## config.mk

```make
export PLATFORM = sky130hd
export DESIGN_NAME = paged_text_tile_writer
export DESIGN_NICKNAME = d
export VERILOG_FILES = /design/src/hdl/ptw_pkg.sv /design/src/hdl/ptw_step.sv /design/src/hdl/paged_text_tile_writer.sv
export SDC_FILE = /design/constraint.sdc
export NUM_CORES = 1
export LEC_CHECK = 0
export BUFFER_PORTS_ARGS = -buffer_cell sky130_fd_sc_hd__buf_2
export CORE_ASPECT_RATIO = 0.75
export CORE_UTILIZATION = 50
export CTS_CLUSTER_DIAMETER = 30
export DETAILED_ROUTE_END_ITERATION = 7
export GPL_ROUTABILITY_DRIVEN = 1
export PLACE_DENSITY = 0.69
export SLEW_MARGIN = 20
export SYNTH_ARGS = -nofsm -noshare
export SYNTH_HDL_FRONTEND = slang
export SYNTH_SLANG_ARGS = --single-unit
export TNS_END_PERCENT = 1
```

## constraint.sdc

```tcl
create_clock -name clk -period 3.82 [get_ports clk]
set_clock_uncertainty 0.2 [all_clocks]
set_input_delay 0.764 -clock clk [delete_from_list [all_inputs] [get_ports clk]]
set_output_delay 0.764 -clock clk [all_outputs]
set_load 0.1 [all_outputs]
```

## src/hdl/ptw_pkg.sv

```systemverilog
// Shared types and constants for the paged text tile writer.
`default_nettype none

package ptw_pkg;

  typedef enum logic [1:0] {
    OP_BEGIN  = 2'd0,
    OP_CHAR   = 2'd1,
    OP_TICK   = 2'd2,
    OP_SELECT = 2'd3
  } op_t;

  typedef enum logic [3:0] {
    ST_IDLE    = 4'b0001,
    ST_WRITING = 4'b0010,
    ST_WAITING = 4'b0100,
    ST_FINAL   = 4'b1000
  } mode_state_t;

  localparam logic [1:0] MODE_IDLE    = 2'd0;
  localparam logic [1:0] MODE_WRITING = 2'd1;
  localparam logic [1:0] MODE_WAITING = 2'd2;
  localparam logic [1:0] MODE_FINAL   = 2'd3;

  localparam logic [1:0] REG_LINES_PER_PAGE = 2'd0;
  localparam logic [1:0] REG_GLYPH_OFFSET   = 2'd1;
  localparam logic [1:0] REG_ARROW_COLUMN   = 2'd2;
  localparam logic [1:0] REG_BORDER_TILE    = 2'd3;

  localparam logic [7:0] CH_NEWLINE       = 8'd10;
  localparam logic [7:0] CH_END           = 8'd0;
  localparam logic [7:0] CH_ARROW         = 8'd60;
  localparam logic [3:0] BLINK_ON_FRAME   = 4'd0;
  localparam logic [3:0] BLINK_OFF_FRAME  = 4'd8;
  localparam logic [7:0] ARROW_ROW_OFFSET = 8'd3;
  localparam logic [7:0] ROW_STEP         = 8'd2;

  localparam logic [7:0] LINES_PER_PAGE_RST = 8'd2;
  localparam logic [7:0] GLYPH_OFFSET_RST   = 8'd0;
  localparam logic [7:0] ARROW_COLUMN_RST   = 8'd15;
  localparam logic [7:0] BORDER_TILE_RST    = 8'd0;

  typedef struct packed {
    logic [7:0] lines_per_page;
    logic [7:0] glyph_offset;
    logic [7:0] arrow_column;
    logic [7:0] border_tile;
  } cfg_t;

  typedef struct packed {
    mode_state_t mode;
    logic [7:0]  cursor_col;
    logic [7:0]  cursor_row;
    logic [7:0]  root_col;
    logic [7:0]  root_row;
    logic [7:0]  line_count;
    logic [3:0]  blink_frame;
    logic        end_wait_flag;
  } state_t;

  typedef struct packed {
    op_t        operation;
    logic [7:0] char_code;
    logic [7:0] start_x;
    logic [7:0] start_y;
    logic       wait_at_end;
  } item_t;

  typedef struct packed {
    logic       write_valid;
    logic [7:0] tile_x;
    logic [7:0] tile_y;
    logic [7:0] tile_index;
    logic       clear_box;
    logic       accepted;
    logic [1:0] mode;
  } result_t;

endpackage

`default_nettype wire

```

## src/hdl/ptw_step.sv

```systemverilog
// Next-state and result logic for one item of the tile writer.
`default_nettype none

module ptw_step (
  input  wire ptw_pkg::cfg_t    cfg,
  input  wire ptw_pkg::state_t  state,
  input  wire ptw_pkg::item_t   item,
  output ptw_pkg::state_t       state_next,
  output ptw_pkg::result_t      result
);

  logic [7:0] line_inc;
  logic [3:0] frame_inc;

  assign line_inc  = state.line_count + 8'd1;
  assign frame_inc = state.blink_frame + 4'd1;

  always_comb begin
    state_next = state;
    result     = '0;
    result.accepted = 1'b1;

    case (item.operation)
      ptw_pkg::OP_BEGIN: begin
        state_next.root_col      = item.start_x;
        state_next.root_row      = item.start_y;
        state_next.cursor_col    = item.start_x;
        state_next.cursor_row    = item.start_y;
        state_next.end_wait_flag = item.wait_at_end;
        state_next.line_count    = 8'd0;
        state_next.mode          = ptw_pkg::ST_WRITING;
        result.clear_box         = 1'b1;
      end
      ptw_pkg::OP_CHAR: begin
        if (state.mode != ptw_pkg::ST_WRITING) begin
          result.accepted = 1'b0;
        end else if (item.char_code == ptw_pkg::CH_NEWLINE) begin
          state_next.cursor_col = state.root_col;
          if (line_inc >= cfg.lines_per_page) begin
            // page full: back to the root row and wait for a key
            state_next.line_count = 8'd0;
            state_next.cursor_row = state.root_row;
            state_next.mode       = ptw_pkg::ST_WAITING;
          end else begin
            state_next.line_count = line_inc;
            state_next.cursor_row = state.cursor_row + ptw_pkg::ROW_STEP;
          end
        end else if (item.char_code == ptw_pkg::CH_END) begin
          state_next.line_count = 8'd0;
          state_next.mode = state.end_wait_flag ? ptw_pkg::ST_FINAL : ptw_pkg::ST_IDLE;
        end else begin
          result.write_valid    = 1'b1;
          result.tile_x         = state.cursor_col;
          result.tile_y         = state.cursor_row;
          result.tile_index     = item.char_code - cfg.glyph_offset;
          state_next.cursor_col = state.cursor_col + 8'd1;
        end
      end
      ptw_pkg::OP_TICK: begin
        if (state.mode == ptw_pkg::ST_WAITING) begin
          state_next.blink_frame = frame_inc;
          if (frame_inc == ptw_pkg::BLINK_ON_FRAME ||
              frame_inc == ptw_pkg::BLINK_OFF_FRAME) begin
            result.write_valid = 1'b1;
            result.tile_x      = state.root_col + cfg.arrow_column;
            result.tile_y      = state.root_row + ptw_pkg::ARROW_ROW_OFFSET;
            result.tile_index  = (frame_inc == ptw_pkg::BLINK_ON_FRAME) ?
                                 (ptw_pkg::CH_ARROW - cfg.glyph_offset) :
                                 cfg.border_tile;
          end
        end
      end
      default: begin
        if (state.mode == ptw_pkg::ST_WAITING) begin
          state_next.mode  = ptw_pkg::ST_WRITING;
          result.clear_box = 1'b1;
        end else if (state.mode == ptw_pkg::ST_FINAL) begin
          state_next.mode = ptw_pkg::ST_IDLE;
        end
      end
    endcase

    case (state_next.mode)
      ptw_pkg::ST_IDLE:    result.mode = ptw_pkg::MODE_IDLE;
      ptw_pkg::ST_WRITING: result.mode = ptw_pkg::MODE_WRITING;
      ptw_pkg::ST_WAITING: result.mode = ptw_pkg::MODE_WAITING;
      ptw_pkg::ST_FINAL:   result.mode = ptw_pkg::MODE_FINAL;
      default:             result.mode = ptw_pkg::MODE_IDLE;
    endcase
  end

endmodule

`default_nettype wire

```

## src/hdl/paged_text_tile_writer.sv

```systemverilog
// Top level of the paged text tile writer: input register, step logic, result register.
`default_nettype none

// Takes one item (begin, character, frame tick or select press) per cycle and
// returns exactly one result per item: an optional tile write, a box-clear
// request, the accept flag for characters and the mode after the item. An
// item is held in the input register, then the step logic updates the text
// state and loads the result register; throughput is one item per cycle
// while the output side keeps taking results. Configuration writes (index 0
// lines_per_page, 1 glyph_offset, 2 arrow_column, 3 border_tile) are always
// taken; other indexes are dropped.
module paged_text_tile_writer (
  input  wire        clk,
  input  wire        rst,
  input  wire        cfg_valid,
  output logic       cfg_ready,
  input  wire [7:0]  cfg_index,
  input  wire [7:0]  cfg_data,
  input  wire        in_valid,
  output logic       in_ready,
  input  wire [1:0]  operation,
  input  wire [7:0]  char_code,
  input  wire [7:0]  start_x,
  input  wire [7:0]  start_y,
  input  wire        wait_at_end,
  output logic       out_valid,
  input  wire        out_ready,
  output logic       write_valid,
  output logic [7:0] tile_x,
  output logic [7:0] tile_y,
  output logic [7:0] tile_index,
  output logic       clear_box,
  output logic       accepted,
  output logic [1:0] mode
);

  ptw_pkg::cfg_t    cfg;
  ptw_pkg::state_t  state;
  ptw_pkg::state_t  state_next;
  ptw_pkg::item_t   item;
  ptw_pkg::result_t step_result;
  ptw_pkg::result_t result;
  logic             item_valid;
  logic             advance;

  assign cfg_ready = 1'b1;

  // an item moves on when the result register is free or being emptied
  assign advance  = !out_valid || out_ready;
  assign in_ready = !item_valid || advance;

  always_ff @(posedge clk) begin
    if (rst) begin
      cfg.lines_per_page <= ptw_pkg::LINES_PER_PAGE_RST;
      cfg.glyph_offset   <= ptw_pkg::GLYPH_OFFSET_RST;
      cfg.arrow_column   <= ptw_pkg::ARROW_COLUMN_RST;
      cfg.border_tile    <= ptw_pkg::BORDER_TILE_RST;
    end else if (cfg_valid && cfg_index[7:2] == 6'd0) begin
      case (cfg_index[1:0])
        ptw_pkg::REG_LINES_PER_PAGE: cfg.lines_per_page <= cfg_data;
        ptw_pkg::REG_GLYPH_OFFSET:   cfg.glyph_offset   <= cfg_data;
        ptw_pkg::REG_ARROW_COLUMN:   cfg.arrow_column   <= cfg_data;
        ptw_pkg::REG_BORDER_TILE:    cfg.border_tile    <= cfg_data;
        default: ;
      endcase
    end
  end

  always_ff @(posedge clk) begin
    if (rst) begin
      item_valid <= 1'b0;
    end else if (in_ready) begin
      item_valid <= in_valid;
    end
  end

  always_ff @(posedge clk) begin
    if (in_valid && in_ready) begin
      item.operation   <= ptw_pkg::op_t'(operation);
      item.char_code   <= char_code;
      item.start_x     <= start_x;
      item.start_y     <= start_y;
      item.wait_at_end <= wait_at_end;
    end
  end

  ptw_step u_step (
    .cfg        (cfg),
    .state      (state),
    .item       (item),
    .state_next (state_next),
    .result     (step_result)
  );

  always_ff @(posedge clk) begin
    if (rst) begin
      state.mode          <= ptw_pkg::ST_IDLE;
      state.cursor_col    <= 8'd0;
      state.cursor_row    <= 8'd0;
      state.root_col      <= 8'd0;
      state.root_row      <= 8'd0;
      state.line_count    <= 8'd0;
      state.blink_frame   <= 4'd0;
      state.end_wait_flag <= 1'b0;
    end else if (item_valid && advance) begin
      state <= state_next;
    end
  end

  always_ff @(posedge clk) begin
    if (rst) begin
      out_valid <= 1'b0;
    end else if (advance) begin
      out_valid <= item_valid;
    end
  end

  always_ff @(posedge clk) begin
    if (item_valid && advance) begin
      result <= step_result;
    end
  end

  assign write_valid = result.write_valid;
  assign tile_x      = result.tile_x;
  assign tile_y      = result.tile_y;
  assign tile_index  = result.tile_index;
  assign clear_box   = result.clear_box;
  assign accepted    = result.accepted;
  assign mode        = result.mode;

endmodule

`default_nettype wire

```

# [Word-level counts from Yosys, hierarchy flattened]
# Index checks and enable logic that the tools add are counted.
# W data, S select, Z words.
[word_totals] reg_bits=139 input_bits=48 wordCells=104
[classes] n_mux=28 reduce_logical=24 n_lt_le_gt_ge=1 n_eq_ne=17 addsub=8
[op_table] operator="$mux W25" count=5
[op_table] operator="$mux W8" count=8
[op_table] operator="$pmux W25 S2" count=1
[op_table] operator="$pmux W16 S2" count=1
[op_table] operator="$mux W20" count=1
[op_table] operator="$mux W4" count=5
[op_table] operator="$add A8 B1 Y8 const B" count=2
[op_table] operator="$add A8 B2 Y8 const B" count=2
[op_table] operator="$pmux W8 S2" count=1
[op_table] operator="$eq A4 B4 Y1 const B" count=3
[op_table] operator="$mux W12" count=1
[op_table] operator="$pmux W4 S3" count=1
[op_table] operator="$reduce_and A4 Y1" count=3
[op_table] operator="$reduce_and A2 Y1" count=5
[op_table] operator="$add A8 B8 Y8" count=1
[op_table] operator="$eq A4 B3 Y1 const B" count=2
[op_table] operator="$eq A8 B4 Y1 const B" count=1
[op_table] operator="$ge A8 B8 Y1" count=1
[op_table] operator="$logic_not A8 Y1" count=1
[op_table] operator="$sub A6 B8 Y8 const A" count=1
[op_table] operator="$sub A8 B8 Y8" count=1
[op_table] operator="$eq A2 B2 Y1 const B" count=3
[op_table] operator="$logic_not A6 Y1" count=1
[op_table] operator="$pmux W2 S3" count=1
[op_table] operator="other kinds (18)" count=26

# [Depth between registers and ports, before layout]
[logic_depth] depth_word=8 ltp_mapped=12

# [Modules after synthesis]
# From an unflattened synthesis, not the netlist that was laid out.
[hier_totals] cells_unflattened=862 area_unflattened_um2=8062.7
[modules_own_cells] mod="paged_text_tile_writer" instances=1 area_each_um2=4942.2 seq_area_each_um2=3343.2 cells_each=413
[modules_own_cells] mod="ptw_step" instances=1 area_each_um2=3120.5 seq_area_each_um2=0.0 cells_each=449

# [Worst setup path before layout]
# OpenSTA, ideal clock, no wires.
[synth_timing] path_kind="reg-to-reg" start="register state[7] (netlist name)" end="register state[32] (netlist name)" synth_period_minus_slack_ns=3.144 path_slack_ns=0.676 arrival_ns=2.811 t_required_ns=3.486 setup_time_ns=0.134 stages_incl_launch_ff=13 path_buffers=1 path_cell_list="dfxtp_1 and3_1 and3_1 nand3_1 xnor2_1 ha_1 and2_1 a221oi_1 o21a_1 buf_2 mux2_2 a22oi_1 a211oi_1"
[synth_between] elab_chain_len=6
[synth_lines] item="$add A8 B1 Y8" line="ptw_step.sv:15" rtl="assign line_inc = state.line_count + 8'd1;"
[synth_lines] item="$ge A8 B8 Y1" line="ptw_step.sv:39" rtl="if (line_inc >= cfg.lines_per_page) begin"
[synth_lines] item="$mux W8" line="ptw_step.sv:39"
[synth_lines] item="$mux W8" line="ptw_step.sv:37" rtl="end else if (item.char_code == ptw_pkg::CH_NEWLINE) begin"
[synth_lines] item="$mux W20" line="ptw_step.sv:35" rtl="if (state.mode != ptw_pkg::ST_WRITING) begin"
[synth_lines] item="$pmux W16 S2" line="ptw_step.sv:23" rtl="case (item.operation)"
# Every way passes these cells. The select of a mux whose other input is x is not followed.
# A chain may end at the register's enable or synchronous reset.

==> impl_summary.md <==
STA
Of the available clock period, the critical path in the final layout requires 93.26%. For the final routed database, the setup TNS stands at 0 ps. Final hold analysis gives a worst-case slack of 284.9 ps. The count of endpoints failing hold in the final timing report was 0. The worst pin sits at a relative slew slack of 33.14%. Setup repair after global routing left no endpoint under its margin. At the pin with the least slew margin, the transition time is 999.6 ps. Counting I/O delays and the setup requirement, the final critical path takes 3562 ps.

The fmax is 0.2807 GHz. The final setup violation count is 0. The max-slew violation count is 0.

Place
Buffers placed on the I/O ports in this run total 78. Once placement completed, the tool counted placed cells totaling 963. In this run the cell area measured after placement is 7761 um^2. Summed over all nets, the half-perimeter wirelength after detailed placement is 12410 um.

At the end of routability-driven placement, the weighted congestion stood at 0.9146.

Worst setup path
The critical path required time is 3850 ps. The kind of end point of the critical path is a flop. The worst register-to-register path has a setup slack of 260 ps.

The delay of the slowest cell on the worst path is 450 ps. In this run the worst setup path terminates at mode[0]. In this run the worst setup path begins at state[7]. The origin of the critical flop-to-flop path is state[7]. Counting both buffers and inverters, the worst setup path holds a total of 0. The critical path runs through a total of 11 cells. Among all stages on the critical path, the largest delay is contributed by sky130_fd_sc_hd__o31ai_2.

On the critical path the largest part of the delay comes from compound AO/OA/AOI/OAI gates. The number of cells on the worst reg-to-reg path is 11. The critical path is of the reg2reg type. Data arrives at the worst endpoint at 3590 ps.

The terminus of the critical flop-to-flop path is mode[0]. The critical path goes through and3_1 > and3_1 > nand3_1 > xnor2_1 > ha_1 > and2_1 > a221oi_1 > o21ai_1 > o31ai_2 > xnor2_1 > a2111oi_2. The critical path launch point type is a flop. In this run the worst path has a maximum fanout of 6.

Clock tree
Clock-pin slew was measured on the worst setup and hold paths at 60 ps. TritonCTS built the clock tree. The post-cts sizing count is 0. The number of hold buffers added after cts is 0. The longest clock path from root to sink contains 2 buffers. For this design, the sink count on the clock tree is 139.

The number of setup buffers added after CTS is 0. The clock latency reported for the late side of the worst-skew pair is 420 ps. The root buffer cell chosen for the clock tree is sky130_fd_sc_hd__clkbuf_16. The CTS buffer count is 17. The CTS H-tree depth is 4.

Routing
The final wirelength is 17480 um. The first detailed-routing pass took 5 iterations. In the final routed layout, each cell accounts on average for 17.56 um. After detailed routing, the number of remaining DRC violations is 0. The via count normalized by instance count is 5.712. The residual antenna-violating net count after detailed routing is 0. The detailed router placed 5683 vias in this run. The initial DRC count is 417.

Logic synthesis
The post-synthesis area per instance is 9.867 um^2. The sequential element share of the synthesized area is 46.41%. The number of standard cells after synthesis is 730. The synthesized design contains 56 enable-type register cells.

After synthesis, the netlist uses 71 different library cells. The number of nets produced by synthesis is 813. The mapped cell area is 7203 um^2. Counting flops and latches in the post-synthesis netlist gives 139. The most common flop cell mapped by yosys is sky130_fd_sc_hd__dfxtp_1. The number of warning messages in the yosys log is 0. Counting flops with an async set or reset pin after synthesis yields a share of 0%.

Final layout
The final non-filler cell area is 8303 um^2. The final layout contains 890 nets. Of the cells placed in the final design, the portion with a size suffix greater than 1 is 16.46%. The number of antenna cells inserted is 0. The finished layout holds 995 standard cells, fillers aside.

Compared with the post-synthesis result, the final layout area differs by 15.27%.

Global routing
The first-pass GRT wire length is 28040 um. The global router's overall resource usage is 24.56%. The number of global-route vias before repair is 5418. The overflow left after global routing is 0. The number of antenna violations at the first check in global routing is 0. The pin count of the biggest net entering global routing is 52.

Floorplan
The die extent in x is 140.6 um. Measured along the y axis, the die boundary spans 105.9 um. For this configuration, the core starts out at a cell density of 51.86%.

The floorplan step defined a die boundary enclosing 14900 um^2. The region available for standard cell placement spans 13890 um^2. The number of top-level design ports is 80.

After floorplanning, the core was divided into 37 placement rows.

Power and ir drop
The total power per unit cell area is 412.7 nW/um^2. For this design the static power due to leakage is 0.003446 uW. The worst ir drop on vdd is 0.3292 mV. After layout, the design draws a total of 3426 uW.

Run status
The flow ran to the end, and the final reports show no timing, DRC or antenna violations.

Worst hold path
The classification of the worst-slack hold path is reg2reg.

Job
The total of max-cap violations is 0.
## per-layer routing
metal,vias to the layer above,global-route usage (%),wire (um)
met2,155,39.36,8052
met1,2725,33.11,8329
met4,0,7.686,254
met3,23,5.586,839
li1,2780,-,-
met5,-,0,0
## report_power, final
| part | total [uW] | internal [uW] | switching (uW) |
|---|---|---|---|
| registers | 1620 | 1580 | 34.3 |
| logic | 280 | 80.8 | 199 |
| clock network | 1530 | 926 | 602 |
| total | 3430 | 2590 | 836 |
## how the worst min path moves through the flow
| stage | slack, ps | cells past startpoint | startpoint | endpoint |
|---|---|---|---|---|
| 6_report | 280 | 2 | state[21] | state[21] |
| 5_1_grt | 310 | 1 | start_y[7] | item[8] |
| 4_1_cts | 280 | 2 | state[21] | state[21] |
| 3_5_place_dp | 270 | 2 | state[21] | state[21] |
| 3_3_place_gp | 270 | 2 | state[21] | state[21] |
| 2_1_floorplan | 250 | 2 | state[0] | state[0] |
## final cells by class
cell class | instances | area (um^2)
Multi-Input combinational cell | 532 | 3613
Inverter | 26 | 97.59
Fill cell | 1192 | 5585
Clock inverter | 7 | 66.31
Tap cell | 175 | 219.0
Sequential cell | 139 | 3343
Clock buffer | 25 | 475.5
Timing Repair Buffer | 91 | 488.0
## stage by stage
step	util, %	worst slack [ps]
after global routing	59.78	23.16
final	59.78	257.6
after detailed placement	55.88	277.1
after floorplan	-	675.7
after CTS	59.78	253.5
after global placement	55.88	553.6
## state kept, by name, indices dropped and copies added (netlist names)
register,cells
mode,2
write_valid,1
accepted,1
cfg,32
out_valid,1
tile_index,8
state,49
item_valid,1
tile_y,8
tile_x,8
clear_box,1
item,27
## cells in the mapped netlist, types with 8 or more instances
library cell | count | area [um^2]
sky130_fd_sc_hd__nor3_1 | 10 | 50.05
sky130_fd_sc_hd__nor2b_1 | 16 | 100.1
sky130_fd_sc_hd__and3_1 | 8 | 50.05
sky130_fd_sc_hd__clkbuf_1 | 21 | 78.83
sky130_fd_sc_hd__and2_1 | 11 | 68.82
sky130_fd_sc_hd__a21oi_1 | 44 | 220.2
sky130_fd_sc_hd__xor2_1 | 27 | 236.5
sky130_fd_sc_hd__o21ai_0 | 19 | 95.09
sky130_fd_sc_hd__edfxtp_1 | 56 | 1682
sky130_fd_sc_hd__mux2i_1 | 40 | 400.4
sky130_fd_sc_hd__xnor2_1 | 21 | 183.9
sky130_fd_sc_hd__dfxtp_1 | 83 | 1662
sky130_fd_sc_hd__nand2_1 | 75 | 281.5
sky130_fd_sc_hd__a211oi_1 | 19 | 142.6
sky130_fd_sc_hd__nand3_1 | 22 | 110.1
sky130_fd_sc_hd__a22oi_1 | 15 | 112.6
sky130_fd_sc_hd__nor2_1 | 79 | 296.5
sky130_fd_sc_hd__ha_1 | 33 | 412.9
sky130_fd_sc_hd__buf_2 | 8 | 40.04
sky130_fd_sc_hd__inv_1 | 25 | 93.84
## cell families after synthesis
| kind of cell | synth area share [%] |
|---|---|
| AOI/OAI and AO/OA | 14.78 |
| xor gates and xnor gates | 5.836 |
| adders and majority gates | 6.288 |
| buffers and inverters | 3.422 |
| DFF | 46.41 |
| muxes | 5.871 |
| other | 0.05206 |
| and+or+nand+nor | 17.34 |
## placed cells by master (no fill, tap or decap), types with 3 or more instances in the layout
cell type,instances
sky130_fd_sc_hd__ha_1,33
sky130_fd_sc_hd__o22ai_1,5
sky130_fd_sc_hd__buf_2,78
sky130_fd_sc_hd__or3_1,3
sky130_fd_sc_hd__inv_1,25
sky130_fd_sc_hd__a311oi_1,5
sky130_fd_sc_hd__o21ai_1,3
sky130_fd_sc_hd__buf_4,13
sky130_fd_sc_hd__and3_1,8
sky130_fd_sc_hd__nor3_1,10
sky130_fd_sc_hd__and2_1,11
sky130_fd_sc_hd__a21o_1,6
sky130_fd_sc_hd__xor2_1,27
sky130_fd_sc_hd__nand4_1,3
sky130_fd_sc_hd__nor2_1,79
sky130_fd_sc_hd__nand2_1,75
sky130_fd_sc_hd__clkinv_2,4
sky130_fd_sc_hd__nand3b_1,5
sky130_fd_sc_hd__xnor2_1,21
sky130_fd_sc_hd__a22oi_1,15
sky130_fd_sc_hd__o21a_1,4
sky130_fd_sc_hd__o21ai_0,19
sky130_fd_sc_hd__nand2b_1,6
sky130_fd_sc_hd__clkbuf_16,17
sky130_fd_sc_hd__nor2b_1,16
sky130_fd_sc_hd__a211oi_1,19
sky130_fd_sc_hd__a21oi_1,44
sky130_fd_sc_hd__nand3_1,22
sky130_fd_sc_hd__clkbuf_1,6
sky130_fd_sc_hd__edfxtp_1,56
sky130_fd_sc_hd__o211ai_1,6
sky130_fd_sc_hd__dfxtp_1,83
sky130_fd_sc_hd__mux2i_1,40
## tightest hold or removal path, delay by kind of cell (launching register included)
kind             cells  cell delay [ps]
flip-flops           1              320
AND/OR/NAND/NOR      1               60
AO/OA/AOI/OAI        1               60
Note: power is estimated with default switching activity, not from simulation.
